--- src/rpt_pkg.sv ---
// rpt_pkg: shared types, register indexes and constants of the rc pwm throttle decoder
`default_nettype none

package rpt_pkg;

    // configuration register indexes
    localparam logic [2:0] CFG_PERIOD_MIN      = 3'd0;
    localparam logic [2:0] CFG_PERIOD_MAX      = 3'd1;
    localparam logic [2:0] CFG_HIGH_MIN        = 3'd2;
    localparam logic [2:0] CFG_HIGH_MAX        = 3'd3;
    localparam logic [2:0] CFG_DEADBAND        = 3'd4;
    localparam logic [2:0] CFG_TIMEOUT_LIMIT   = 3'd5;
    localparam logic [2:0] CFG_DUTY_FULL_SCALE = 3'd6;
    localparam logic [2:0] CFG_FIXED_DUTY_PCT  = 3'd7;

    // register reset values
    localparam logic [15:0] RST_PERIOD_MIN      = 16'd2040;
    localparam logic [15:0] RST_PERIOD_MAX      = 16'd25000;
    localparam logic [15:0] RST_HIGH_MIN        = 16'd1000;
    localparam logic [15:0] RST_HIGH_MAX        = 16'd2000;
    localparam logic [15:0] RST_DEADBAND        = 16'd50;
    localparam logic [15:0] RST_TIMEOUT_LIMIT   = 16'd1500;
    localparam logic [15:0] RST_DUTY_FULL_SCALE = 16'd1000;
    localparam logic [6:0]  RST_FIXED_DUTY_PCT  = 7'd0;

    // reciprocals for floor division of a 29-bit value: exact by 125, and by 25 below 2^21
    // x / 1000 = (x >> 3) / 125 = ((x >> 3) * ceil(2^36 / 125)) >> 36
    // x / 100  = (x >> 2) / 25  = ((x >> 2) * ceil(2^26 / 25))  >> 26
    localparam logic [29:0] RECIP_125 = 30'd549755814;
    localparam logic [29:0] RECIP_25  = 30'd2684355;

    typedef enum logic [1:0] {
        DUTY_KEEP,
        DUTY_ZERO,
        DUTY_SCALE
    } t_duty_op;

    typedef struct packed {
        logic [15:0] period_min;
        logic [15:0] period_max;
        logic [15:0] high_min;
        logic [15:0] high_max;
        logic [15:0] deadband;
        logic [15:0] timeout_limit;
        logic [15:0] duty_full_scale;
        logic [6:0]  fixed_duty_pct;
    } t_cfg;

    // per-transaction result fields that ride along the duty pipeline
    typedef struct packed {
        logic [15:0] throttle;
        logic        lost;
        t_duty_op    op;
    } t_meta;

    // first pipeline stage: state update result and duty multiplicand
    typedef struct packed {
        t_meta       meta;
        logic        sel_fixed;
        logic [15:0] num;
    } t_s1;

endpackage

`default_nettype wire

--- src/rpt_ctrl.sv ---
// rpt_ctrl: decoder state (period flag, silence counter, throttle) and first pipeline stage
`default_nettype none

module rpt_ctrl import rpt_pkg::*; (
    input  wire logic        i_clk,
    input  wire logic        i_rst_n,
    input  wire t_cfg        i_cfg,
    input  wire logic        i_valid,
    output logic             o_ready,
    input  wire logic        i_action,
    input  wire logic        i_period_seen,
    input  wire logic [15:0] i_period_ticks,
    input  wire logic        i_high_seen,
    input  wire logic [15:0] i_high_ticks,
    input  wire logic        i_overcapture,
    input  wire logic        i_s1_adv,
    output t_s1              o_s1,
    output logic             o_s1_valid
);

    logic        r_period_ok;
    logic [15:0] r_silence;
    logic [15:0] r_throttle;
    logic        r_s1_valid;
    t_s1         r_s1;

    logic        n_period_ok;
    logic [15:0] n_silence;
    logic [15:0] n_throttle;
    t_s1         n_s1;

    logic        w_acc;
    logic        w_fixed;
    logic        w_period_in;
    logic        w_high_in;
    logic        w_high_ok;
    logic [15:0] w_thr_raw;
    logic [15:0] w_thr;

    assign o_ready = !r_s1_valid || i_s1_adv;
    assign w_acc   = i_valid && o_ready;
    assign w_fixed = (i_cfg.fixed_duty_pct != 7'd0);

    // window checks and throttle from high time
    assign w_period_in = !i_overcapture && (i_period_ticks >= i_cfg.period_min)
                         && (i_period_ticks <= i_cfg.period_max);
    assign w_high_in   = (i_high_ticks >= i_cfg.high_min) && (i_high_ticks <= i_cfg.high_max);
    assign w_thr_raw   = i_high_ticks - i_cfg.high_min;
    assign w_thr       = (w_thr_raw < i_cfg.deadband) ? 16'd0 : w_thr_raw;

    // next state for one transaction
    always_comb begin
        logic po;
        po                = r_period_ok;
        n_period_ok       = r_period_ok;
        n_silence         = r_silence;
        n_throttle        = r_throttle;
        w_high_ok         = 1'b0;
        n_s1.sel_fixed    = 1'b0;
        n_s1.num          = 16'd0;
        n_s1.meta.op      = DUTY_KEEP;
        if (!i_action) begin
            if (i_period_seen) begin
                po = w_period_in;
            end
            w_high_ok = i_high_seen && !i_overcapture && po && w_high_in;
            if (w_high_ok) begin
                n_throttle = w_thr;
                n_silence  = 16'd0;
                if (!w_fixed) begin
                    n_s1.meta.op = DUTY_SCALE;
                    n_s1.num     = w_thr;
                end
            end
            if (i_high_seen) begin
                po = 1'b0;
            end
            n_period_ok = po;
            if (w_fixed) begin
                n_silence      = 16'd0;
                n_s1.meta.op   = DUTY_SCALE;
                n_s1.sel_fixed = 1'b1;
                n_s1.num       = {9'd0, i_cfg.fixed_duty_pct};
            end
        end else begin
            if (!w_fixed) begin
                if (r_silence < i_cfg.timeout_limit) begin
                    n_silence = r_silence + 16'd1;
                end
                if (n_silence >= i_cfg.timeout_limit) begin
                    n_throttle   = 16'd0;
                    n_s1.meta.op = DUTY_ZERO;
                end
            end else begin
                n_silence = 16'd0;
            end
        end
        n_s1.meta.throttle = n_throttle;
        n_s1.meta.lost     = (n_silence >= i_cfg.timeout_limit);
    end

    // state registers and stage valid
    always_ff @(posedge i_clk) begin
        if (!i_rst_n) begin
            r_period_ok <= 1'b0;
            r_silence   <= 16'd0;
            r_throttle  <= 16'd0;
            r_s1_valid  <= 1'b0;
        end else begin
            if (w_acc) begin
                r_period_ok <= n_period_ok;
                r_silence   <= n_silence;
                r_throttle  <= n_throttle;
            end
            if (o_ready) begin
                r_s1_valid <= i_valid;
            end
        end
    end

    // stage payload
    always_ff @(posedge i_clk) begin
        if (w_acc) begin
            r_s1 <= n_s1;
        end
    end

    assign o_s1       = r_s1;
    assign o_s1_valid = r_s1_valid;

    // fixed duty mode keeps the silence counter cleared
    a_fixed_clears: assert property (@(posedge i_clk) disable iff (!i_rst_n)
        (w_acc && w_fixed) |=> (r_silence == 16'd0))
        else $error("silence counter not cleared in fixed duty mode");

    // a forced zero duty always comes with zero throttle and loss flagged
    a_zero_thr: assert property (@(posedge i_clk) disable iff (!i_rst_n)
        (r_s1_valid && r_s1.meta.op == DUTY_ZERO) |-> (r_s1.meta.throttle == 16'd0
        && r_s1.meta.lost))
        else $error("zero duty without zero throttle and loss");

endmodule

`default_nettype wire

--- src/rpt_scale.sv ---
// rpt_scale: duty scaling pipeline, full scale product then reciprocal division
`default_nettype none

module rpt_scale import rpt_pkg::*; (
    input  wire logic        i_clk,
    input  wire logic        i_rst_n,
    input  wire t_cfg        i_cfg,
    input  wire t_s1         i_s1,
    input  wire logic        i_s1_valid,
    output logic             o_s1_adv,
    input  wire logic        i_s3_adv,
    output t_meta            o_s3_meta,
    output logic [22:0]      o_s3_quo,
    output logic             o_s3_valid
);

    logic        r_s2_valid;
    t_meta       r_s2_meta;
    logic        r_s2_fixed;
    logic [31:0] r_s2_prod;

    logic        r_s3_valid;
    t_meta       r_s3_meta;
    logic [22:0] r_s3_quo;

    logic        w_en2;
    logic        w_en3;
    logic [31:0] w_prod;
    logic [28:0] w_dividend;
    logic [29:0] w_recip;
    logic [58:0] w_mul;
    logic [22:0] w_quo;

    assign w_en3    = !r_s3_valid || i_s3_adv;
    assign w_en2    = !r_s2_valid || w_en3;
    assign o_s1_adv = w_en2;

    // numerator times full scale
    assign w_prod = 32'(i_s1.num) * 32'(i_cfg.duty_full_scale);

    // divide by 1000 or 100 through a reciprocal multiply
    assign w_dividend = r_s2_fixed ? r_s2_prod[30:2] : r_s2_prod[31:3];
    assign w_recip    = r_s2_fixed ? RECIP_25 : RECIP_125;
    assign w_mul      = 59'(w_dividend) * 59'(w_recip);
    assign w_quo      = r_s2_fixed ? w_mul[48:26] : w_mul[58:36];

    // stage valids
    always_ff @(posedge i_clk) begin
        if (!i_rst_n) begin
            r_s2_valid <= 1'b0;
            r_s3_valid <= 1'b0;
        end else begin
            if (w_en2) begin
                r_s2_valid <= i_s1_valid;
            end
            if (w_en3) begin
                r_s3_valid <= r_s2_valid;
            end
        end
    end

    // stage payloads
    always_ff @(posedge i_clk) begin
        if (w_en2 && i_s1_valid) begin
            r_s2_meta  <= i_s1.meta;
            r_s2_fixed <= i_s1.sel_fixed;
            r_s2_prod  <= w_prod;
        end
        if (w_en3 && r_s2_valid) begin
            r_s3_meta <= r_s2_meta;
            r_s3_quo  <= w_quo;
        end
    end

    assign o_s3_meta  = r_s3_meta;
    assign o_s3_quo   = r_s3_quo;
    assign o_s3_valid = r_s3_valid;

    // percent times full scale stays inside the narrow reciprocal range
    a_fixed_range: assert property (@(posedge i_clk) disable iff (!i_rst_n)
        (r_s2_valid && r_s2_fixed) |-> (r_s2_prod[31:23] == 9'd0))
        else $error("fixed duty product out of range");

endmodule

`default_nettype wire

--- src/rc_pwm_throttle_decoder.sv ---
// rc_pwm_throttle_decoder: top level, configuration registers and result register
//
//  channel   direction  handshake          payload
//  input     in         i_valid / o_ready  action, period_seen, period_ticks,
//                                          high_seen, high_ticks, overcapture
//  result    out        o_valid / i_ready  throttle, duty, signal_lost
//  config    in         i_cfg_we           i_cfg_idx, i_cfg_data (no read-back)
//
//  one transaction per cycle sustained while i_ready is high; a result reaches o_valid
//  through the state stage, the product stage, the division stage and the result register
//  the state update for each transaction finishes in the cycle it is taken
//  synchronous active low reset clears state, pipeline valids and restores registers
//  each stage moves up when the one after it is empty or moving, so bubbles close up
//  under a stalled result; o_ready drops once all four stages hold transactions
`default_nettype none

module rc_pwm_throttle_decoder import rpt_pkg::*; (
    input  wire logic        i_clk,
    input  wire logic        i_rst_n,
    input  wire logic        i_cfg_we,
    input  wire logic [2:0]  i_cfg_idx,
    input  wire logic [15:0] i_cfg_data,
    input  wire logic        i_valid,
    output logic             o_ready,
    input  wire logic        i_action,
    input  wire logic        i_period_seen,
    input  wire logic [15:0] i_period_ticks,
    input  wire logic        i_high_seen,
    input  wire logic [15:0] i_high_ticks,
    input  wire logic        i_overcapture,
    output logic             o_valid,
    input  wire logic        i_ready,
    output logic [15:0]      o_throttle,
    output logic [15:0]      o_duty,
    output logic             o_signal_lost
);

    t_cfg        r_cfg;
    logic        r_o_valid;
    logic [15:0] r_o_throttle;
    logic [15:0] r_o_duty;
    logic        r_o_lost;

    logic [15:0] n_duty;

    t_s1         w_s1;
    logic        w_s1_valid;
    logic        w_s1_adv;
    t_meta       w_s3_meta;
    logic [22:0] w_s3_quo;
    logic        w_s3_valid;
    logic        w_out_en;
    logic [15:0] w_sat;

    // configuration registers
    always_ff @(posedge i_clk) begin
        if (!i_rst_n) begin
            r_cfg.period_min      <= RST_PERIOD_MIN;
            r_cfg.period_max      <= RST_PERIOD_MAX;
            r_cfg.high_min        <= RST_HIGH_MIN;
            r_cfg.high_max        <= RST_HIGH_MAX;
            r_cfg.deadband        <= RST_DEADBAND;
            r_cfg.timeout_limit   <= RST_TIMEOUT_LIMIT;
            r_cfg.duty_full_scale <= RST_DUTY_FULL_SCALE;
            r_cfg.fixed_duty_pct  <= RST_FIXED_DUTY_PCT;
        end else if (i_cfg_we) begin
            case (i_cfg_idx)
                CFG_PERIOD_MIN:      r_cfg.period_min      <= i_cfg_data;
                CFG_PERIOD_MAX:      r_cfg.period_max      <= i_cfg_data;
                CFG_HIGH_MIN:        r_cfg.high_min        <= i_cfg_data;
                CFG_HIGH_MAX:        r_cfg.high_max        <= i_cfg_data;
                CFG_DEADBAND:        r_cfg.deadband        <= i_cfg_data;
                CFG_TIMEOUT_LIMIT:   r_cfg.timeout_limit   <= i_cfg_data;
                CFG_DUTY_FULL_SCALE: r_cfg.duty_full_scale <= i_cfg_data;
                CFG_FIXED_DUTY_PCT:  r_cfg.fixed_duty_pct  <= i_cfg_data[6:0];
                default: begin
                end
            endcase
        end
    end

    rpt_ctrl u_ctrl (
        .i_clk          (i_clk),
        .i_rst_n        (i_rst_n),
        .i_cfg          (r_cfg),
        .i_valid        (i_valid),
        .o_ready        (o_ready),
        .i_action       (i_action),
        .i_period_seen  (i_period_seen),
        .i_period_ticks (i_period_ticks),
        .i_high_seen    (i_high_seen),
        .i_high_ticks   (i_high_ticks),
        .i_overcapture  (i_overcapture),
        .i_s1_adv       (w_s1_adv),
        .o_s1           (w_s1),
        .o_s1_valid     (w_s1_valid)
    );

    rpt_scale u_scale (
        .i_clk      (i_clk),
        .i_rst_n    (i_rst_n),
        .i_cfg      (r_cfg),
        .i_s1       (w_s1),
        .i_s1_valid (w_s1_valid),
        .o_s1_adv   (w_s1_adv),
        .i_s3_adv   (w_out_en),
        .o_s3_meta  (w_s3_meta),
        .o_s3_quo   (w_s3_quo),
        .o_s3_valid (w_s3_valid)
    );

    assign w_out_en = !r_o_valid || i_ready;

    // saturate at full scale and resolve the duty operation
    assign w_sat = (w_s3_quo > {7'd0, r_cfg.duty_full_scale}) ? r_cfg.duty_full_scale
                                                              : w_s3_quo[15:0];
    always_comb begin
        case (w_s3_meta.op)
            DUTY_KEEP:  n_duty = r_o_duty;
            DUTY_ZERO:  n_duty = 16'd0;
            DUTY_SCALE: n_duty = w_sat;
            default:    n_duty = r_o_duty;
        endcase
    end

    // result register; duty holds across transactions as decoder state
    always_ff @(posedge i_clk) begin
        if (!i_rst_n) begin
            r_o_valid <= 1'b0;
            r_o_duty  <= 16'd0;
        end else if (w_out_en) begin
            r_o_valid <= w_s3_valid;
            if (w_s3_valid) begin
                r_o_duty <= n_duty;
            end
        end
    end

    always_ff @(posedge i_clk) begin
        if (w_out_en && w_s3_valid) begin
            r_o_throttle <= w_s3_meta.throttle;
            r_o_lost     <= w_s3_meta.lost;
        end
    end

    assign o_valid       = r_o_valid;
    assign o_throttle    = r_o_throttle;
    assign o_duty        = r_o_duty;
    assign o_signal_lost = r_o_lost;

    // no result survives a reset
    a_rst_empty: assert property (@(posedge i_clk) !i_rst_n |=> !o_valid)
        else $error("result valid after reset");

endmodule

`default_nettype wire
--- config.mk ---
export PLATFORM = sky130hd
export DESIGN_NAME = rc_pwm_throttle_decoder
export DESIGN_NICKNAME = d
export VERILOG_FILES = /design/src/rpt_pkg.sv /design/src/rpt_ctrl.sv /design/src/rpt_scale.sv /design/src/rc_pwm_throttle_decoder.sv
export SDC_FILE = /design/constraint.sdc
export NUM_CORES = 2
export LEC_CHECK = 0
export BUFFER_PORTS_ARGS = -buffer_cell sky130_fd_sc_hd__buf_2
export CAP_MARGIN = 20
export CORE_MARGIN = 4
export CORE_UTILIZATION = 60
export DETAILED_ROUTE_END_ITERATION = 12
export GPL_ROUTABILITY_DRIVEN = 1
export HOLD_SLACK_MARGIN = 0.06
export PLACE_DENSITY_LB_ADDON = 0.1
export SETUP_SLACK_MARGIN = 0.2
export SKIP_CTS_REPAIR_TIMING = 1
export SLEW_MARGIN = 20
export SYNTH_ARGS = -nofsm -noshare
export SYNTH_HDL_FRONTEND = slang
export SYNTH_SLANG_ARGS = --single-unit
--- constraint.sdc ---
create_clock -name i_clk -period 8.1 [get_ports i_clk]
set_clock_uncertainty 0.2 [all_clocks]
set_input_delay 0 -clock i_clk [delete_from_list [all_inputs] [get_ports i_clk]]
set_output_delay 0 -clock i_clk [all_outputs]
set_load 0.03 [all_outputs]
# Word-level counts from Yosys, hierarchy flattened
# Index checks and enable logic that the tools add are counted.
[word_totals] inputBits=60 out_inout_bits=35 ff_bits=319
[classes] add_sub_neg=2 n_reduce_logical=33 order_cmp=9 n_mul=2 bitwise=2 mux=26 n_eq_ne=9
[ops] cell="16-bit 2-to-1 mux" n=14
[ops] cell="16-bit >= comparator" n=4
[ops] cell="29-bit by 30-bit multiplier with 59-bit output" n=1
[ops] cell="16-bit <= comparator" n=2
[ops] cell="16-bit less-than comparator" n=2
[ops] cell="16-bit by 16-bit multiplier with 32-bit output" n=1
[ops] cell="16-bit case mux with 2 select lines" n=1
[ops] cell="30-bit 2-to-1 mux" n=1
[ops] cell="29-bit 2-to-1 mux" n=1
[ops] cell="23-bit by 16-bit > comparator with 1-bit output" n=1
[ops] cell="23-bit 2-to-1 mux" n=1
[ops] cell="19-bit 2-to-1 mux" n=1
[ops] cell="2-bit AND reduction" n=9
[ops] cell="16-bit by 1-bit adder with 16-bit output (second input constant)" n=1
[ops] cell="16-bit subtractor" n=1
[ops] cell="3-bit equality test (second input constant)" n=4
[ops] cell="1-bit logical AND" n=10
[ops] cell="7-bit nonzero test" n=1
[ops] cell="3-bit by 2-bit equality test with 1-bit output (second input constant)" n=2
[ops] cell="2-bit 2-to-1 mux" n=3
[ops] cell="1-bit zero test" n=5
[ops] cell="1-bit logical OR" n=4
[ops] cell="1-bit 2-to-1 mux" n=4
[ops] cell="3-bit by 1-bit equality test with 1-bit output (second input constant)" n=1
[ops] cell="7 further kinds" n=8

# Logic depth before layout (Yosys ltp)
[depth] word_depth=11 mapped_depth=33 mapped_depth_nobuf=30

# Modules after synthesis
# A second synthesis with hierarchy kept.
[hier_totals] cells_unflattened=4471 area_unflattened_um2=42433.2
[modules_own_cells] mod="rpt_scale" seq_area_each_um2=2802.7 cells_per_inst=2992 area_per_inst_um2=29502.0 instances=1
[modules_own_cells] mod="rpt_ctrl" seq_area_each_um2=1761.7 cells_per_inst=785 area_per_inst_um2=6780.3 instances=1
[modules_own_cells] mod="rc_pwm_throttle_decoder" seq_area_each_um2=3233.1 cells_per_inst=694 area_per_inst_um2=6150.9 instances=1

# Worst setup path after synthesis
# Ideal clock, no wire load.
[synth_path] path_kind="reg2reg" from="register u_scale.r_s2_fixed" to="register u_scale.r_s3_quo[20] (netlist: u_scale.o_s3_quo[20]), data pin" arrival_time_ns=8.143 required_ns=7.641 setup_slack_ns=-0.502 synth_period_minus_slack_ns=8.602 setup_time_ns=0.259 stages_incl_launch_ff=33 path_cell_list="edfxtp_1 -> clkbuf_1 -> inv_1 -> clkbuf_1 -> nand2_1 -> inv_1 -> nor2_1 -> fa_1 -> inv_1 -> fa_1 -> fa_1 -> inv_1 -> fa_1 -> inv_1 -> fa_1 -> inv_1 -> fa_1 -> inv_1 -> fa_1 -> inv_1 -> fa_1 -> inv_1 -> ha_1 -> nand2_1 -> nor4_1 -> nand4_1 -> o211a_1 -> o31ai_1 -> a31oi_1 -> o311a_1 -> o21ai_0 -> a31oi_1 -> a211o_1"
[synth_via] elab_chain_cells=3 elab_cells_between_ends=4 classes_between="mul: 1; mux: 3"
[synth_lines] element="from (decl)" line="rpt_scale.sv:19" source="logic r_s2_fixed;"
[synth_lines] element="from (signal assigned)" line="rpt_scale.sv:66" source="r_s2_fixed <= i_s1.sel_fixed;"
[synth_lines] element="29-bit 2-to-1 mux or 30-bit 2-to-1 mux (tied branches)" line="rpt_scale.sv:42, rpt_scale.sv:43"
[synth_lines] element="29-bit by 30-bit multiplier with 59-bit output" line="rpt_scale.sv:44" source="assign w_mul = 59'(w_dividend) * 59'(w_recip);"
[synth_lines] element="23-bit 2-to-1 mux *" line="rpt_scale.sv:45" source="assign w_quo = r_s2_fixed ? w_mul[48:26] : w_mul[58:36];"
[synth_lines] element="named net u_scale.w_quo[20]" line="rpt_scale.sv:32" source="logic [22:0] w_quo;"
[synth_lines] element="to (signal assigned)" line="rpt_scale.sv:71" source="r_s3_quo <= w_quo;"
[synth_lines] element="to (decl)" line="rpt_scale.sv:24" source="logic [22:0] r_s3_quo;"
# Mark *: on every way through the listed nets, which the timed path passes. The rest lies on a longest branch.
# A chain may end at the register's enable or synchronous reset.

# Final worst setup path
[layout_path] from="register u_scale.r_s2_fixed" to="register u_scale.r_s3_quo[22] (netlist: u_scale.o_s3_quo[22]), data pin"
# The elaborated chain is that of the path after synthesis.

==> impl_metrics.env <==
export IMPL_fin_cells=5713
export IMPL_fin_crit_ns=8.26
export IMPL_slew_headroom=0.339
export IMPL_finalNetCount=6039
export IMPL_rsz0062_at_grt="true"
export IMPL_async_reset_ff_frac=0
export IMPL_drive_gt1_frac=0.141
export IMPL_syn_to_final_growth_pct=14.4
export IMPL_max_freq_mhz=121
export IMPL_postSynthAreaPerCell_um2=9.49
export IMPL_first_global_vias=32200
export IMPL_dp_cells=5569
export IMPL_antenna_found_initial=4
export IMPL_worst_pin_slew_ns=0.992
export IMPL_wl_um=117000
export IMPL_worstSetupStartpointType="register"
export IMPL_post_synth_num_cell_types=76
export IMPL_synthCells=4430
export IMPL_gr_total_overflow=0
export IMPL_cts_tree="built"
export IMPL_synth_edf_count=145
export IMPL_grt_max_degree=76
export IMPL_final_common_cell="inv_1"
export IMPL_synth_top_flop_cell="dfxtp_1"
export IMPL_critPathMaxStageDelay_ns=0.58
export IMPL_yosysWarnings=0
export IMPL_synth_ff_latch_count=317
export IMPL_route_detailed_drc=0
export IMPL_grt_pass1_wl_um=180000
export IMPL_hold_path_class="input pin to register"
export IMPL_design_core_area_mm2=0.0691
export IMPL_die_area_mm2=0.0744
export IMPL_cts_sinks=317
export IMPL_cp_slowest_cell="fa_2"
export IMPL_setup_viol=3
export IMPL_port_buffers=94
export IMPL_dpl_hpwl_um=95900
export IMPL_maxSlewViolCount=0
export IMPL_hold_viol=0
export IMPL_die_w_um=273
export IMPL_wl_per_cell_um=20.4
export IMPL_fin_crit_sh=1.02
export IMPL_setup_slack_ns=-0.161
export IMPL_drt_iter0_drc=1896
export IMPL_cts_buffer_depth=3
export IMPL_violations="negative setup slack"
export IMPL_cp_max_fo=14
export IMPL_syn_area_mm2=0.0420
export IMPL_vias_per_cell=5.45
export IMPL_die_y_um=273
export IMPL_final_cell_mix="inv_1, ha_1, fa_1"
export IMPL_clk_latency_ns=0.58
export IMPL_dp_slack_ns=-0.322
export IMPL_crit_arrival_ns=8.38
export IMPL_route_vias_total=31100
export IMPL_antenna_left=0
export IMPL_crit_type="register to register"
export IMPL_root_buffer="clkbuf_16"
export IMPL_drtPass1Iterations=5
export IMPL_place_congestion=0.994
export IMPL_run_status="finished, violations left"
export IMPL_max_cap_viol_count=0
export IMPL_end_kind="register"
export IMPL_path_clk_slew_ns=0.06
export IMPL_ys_seq_area_frac=0.185
export IMPL_cp_required_ns=8.22
export IMPL_cts_max_level=2
export IMPL_io_pins=95
export IMPL_grt_usage=0.314
export IMPL_cts_made_buffers=39
export IMPL_initial_utilization=0.609
export IMPL_rows=96
==> stage by stage <==
step | util | setup TNS (ns) | hold slack (ns) | instance area [um2]
floorplan | - | 0 | -0.0614 | 42300
global placement | 0.655 | -1.26 | 0.0610 | 45200
detailed placement | 0.655 | -1.70 | 0.0663 | 45200
CTS | 0.674 | -2.27 | -0.533 | 46500
global route | 0.697 | -2.80 | 0.0699 | 48100
finish | 0.697 | -0.198 | 0.0259 | 48100
==> cell usage after synthesis, drive strengths merged, types with 14 or more instances <==
master  number  area share
a21boi      88       0.016
a21o        74       0.013
a21oi      129       0.015
a22o        25      0.0052
and2       120       0.018
and3        33      0.0049
clkbuf     175       0.016
dfxtp      172       0.082
edfxtp     145        0.10
fa         620        0.30
ha         611        0.18
inv        963       0.086
mux2i       23      0.0055
nand2      528       0.047
nand2b      21      0.0031
nand3       49      0.0058
nand4       29      0.0043
nor2       122       0.011
nor2b       27      0.0040
nor3        20      0.0024
o211ai      55      0.0098
o21a        31      0.0055
o21ai      114       0.014
o21bai      14      0.0025
xnor2       55       0.011
xor2        35      0.0073
==> critical path, delay by kind of cell (launching register included) <==
family / cells / cell delay, ns
AO/OA/AOI/OAI: 3 / 0.46
XOR/XNOR: 1 / 0.13
adder cells (fa/ha/maj): 9 / 3.98
buffers and inverters: 11 / 1.44
flip-flops: 1 / 0.47
multiplexers: 1 / 0.27
AND/OR/NAND/NOR: 7 / 1.02
==> per-layer routing <==
| layer | GRT usage | share of wire | routed length, um | up-vias |
|---|---|---|---|---|
| met1 | 0.408 | 0.41 | 48100 | 15200 |
| met2 | 0.531 | 0.48 | 55600 | 903 |
| met5 | 0 | 0.00021 | 25 | - |
| met4 | 0.119 | 0.047 | 5460 | 4 |
| li1 | - | - | - | 14700 |
| met3 | 0.0518 | 0.063 | 7320 | 263 |
==> state kept, by name (all words and copies together), names as in the netlist, 16 cells and up <==
register	count
u_ctrl.o_s1	36
u_ctrl.r_silence	16
u_scale.o_s3_quo	23
u_scale.r_s2_prod	30
u_ctrl.r_throttle	16
o_duty	16
r_cfg	119
o_throttle	16
u_scale.o_s3_meta	19
u_scale.r_s2_meta	19
==> final cells by class <==
type	instances	area [um2]
multi-input cells	2996	31000
fillers	5424	21000
flip-flops and latches	317	7800
inverters	963	3620
repair buffers	431	3210
well taps	931	1160
clock buffers	43	1000
clock inverters	29	274
diodes	3	7.51
==> path summary, 6_finish.rpt <==
check / startpoint / end / slack [ns] / cells after the start
setup / recovery: u_scale.r_s2_fixed / u_scale.o_s3_quo[22] / -0.16 / 32
hold / removal: i_high_ticks[15] / u_ctrl.r_throttle[15] / 0.03 / 6
setup reg to reg: u_scale.r_s2_fixed / u_scale.o_s3_quo[22] / -0.16 / 32
hold reg to reg: u_scale.r_s2_meta[1] / u_scale.o_s3_meta[1] / 0.21 / 0
==> kinds of logic (layout without fill, tap and decap cells) <==
logic type      count (synthesis)  count (layout)  synth area share
fa+ha+maj                    1231            1231             0.477
buf+inv                      1148            1466             0.103
simple gates                  993             993             0.109
compound gates                620             620            0.0990
flops                         317             317             0.185
xor+xnor                       90              90            0.0187
mux                            29              29           0.00708
other cells                     2              36          0.000179
Power is not shown: default switching activity piles up to over one toggle a cycle in this logic, so the estimate is an artifact.
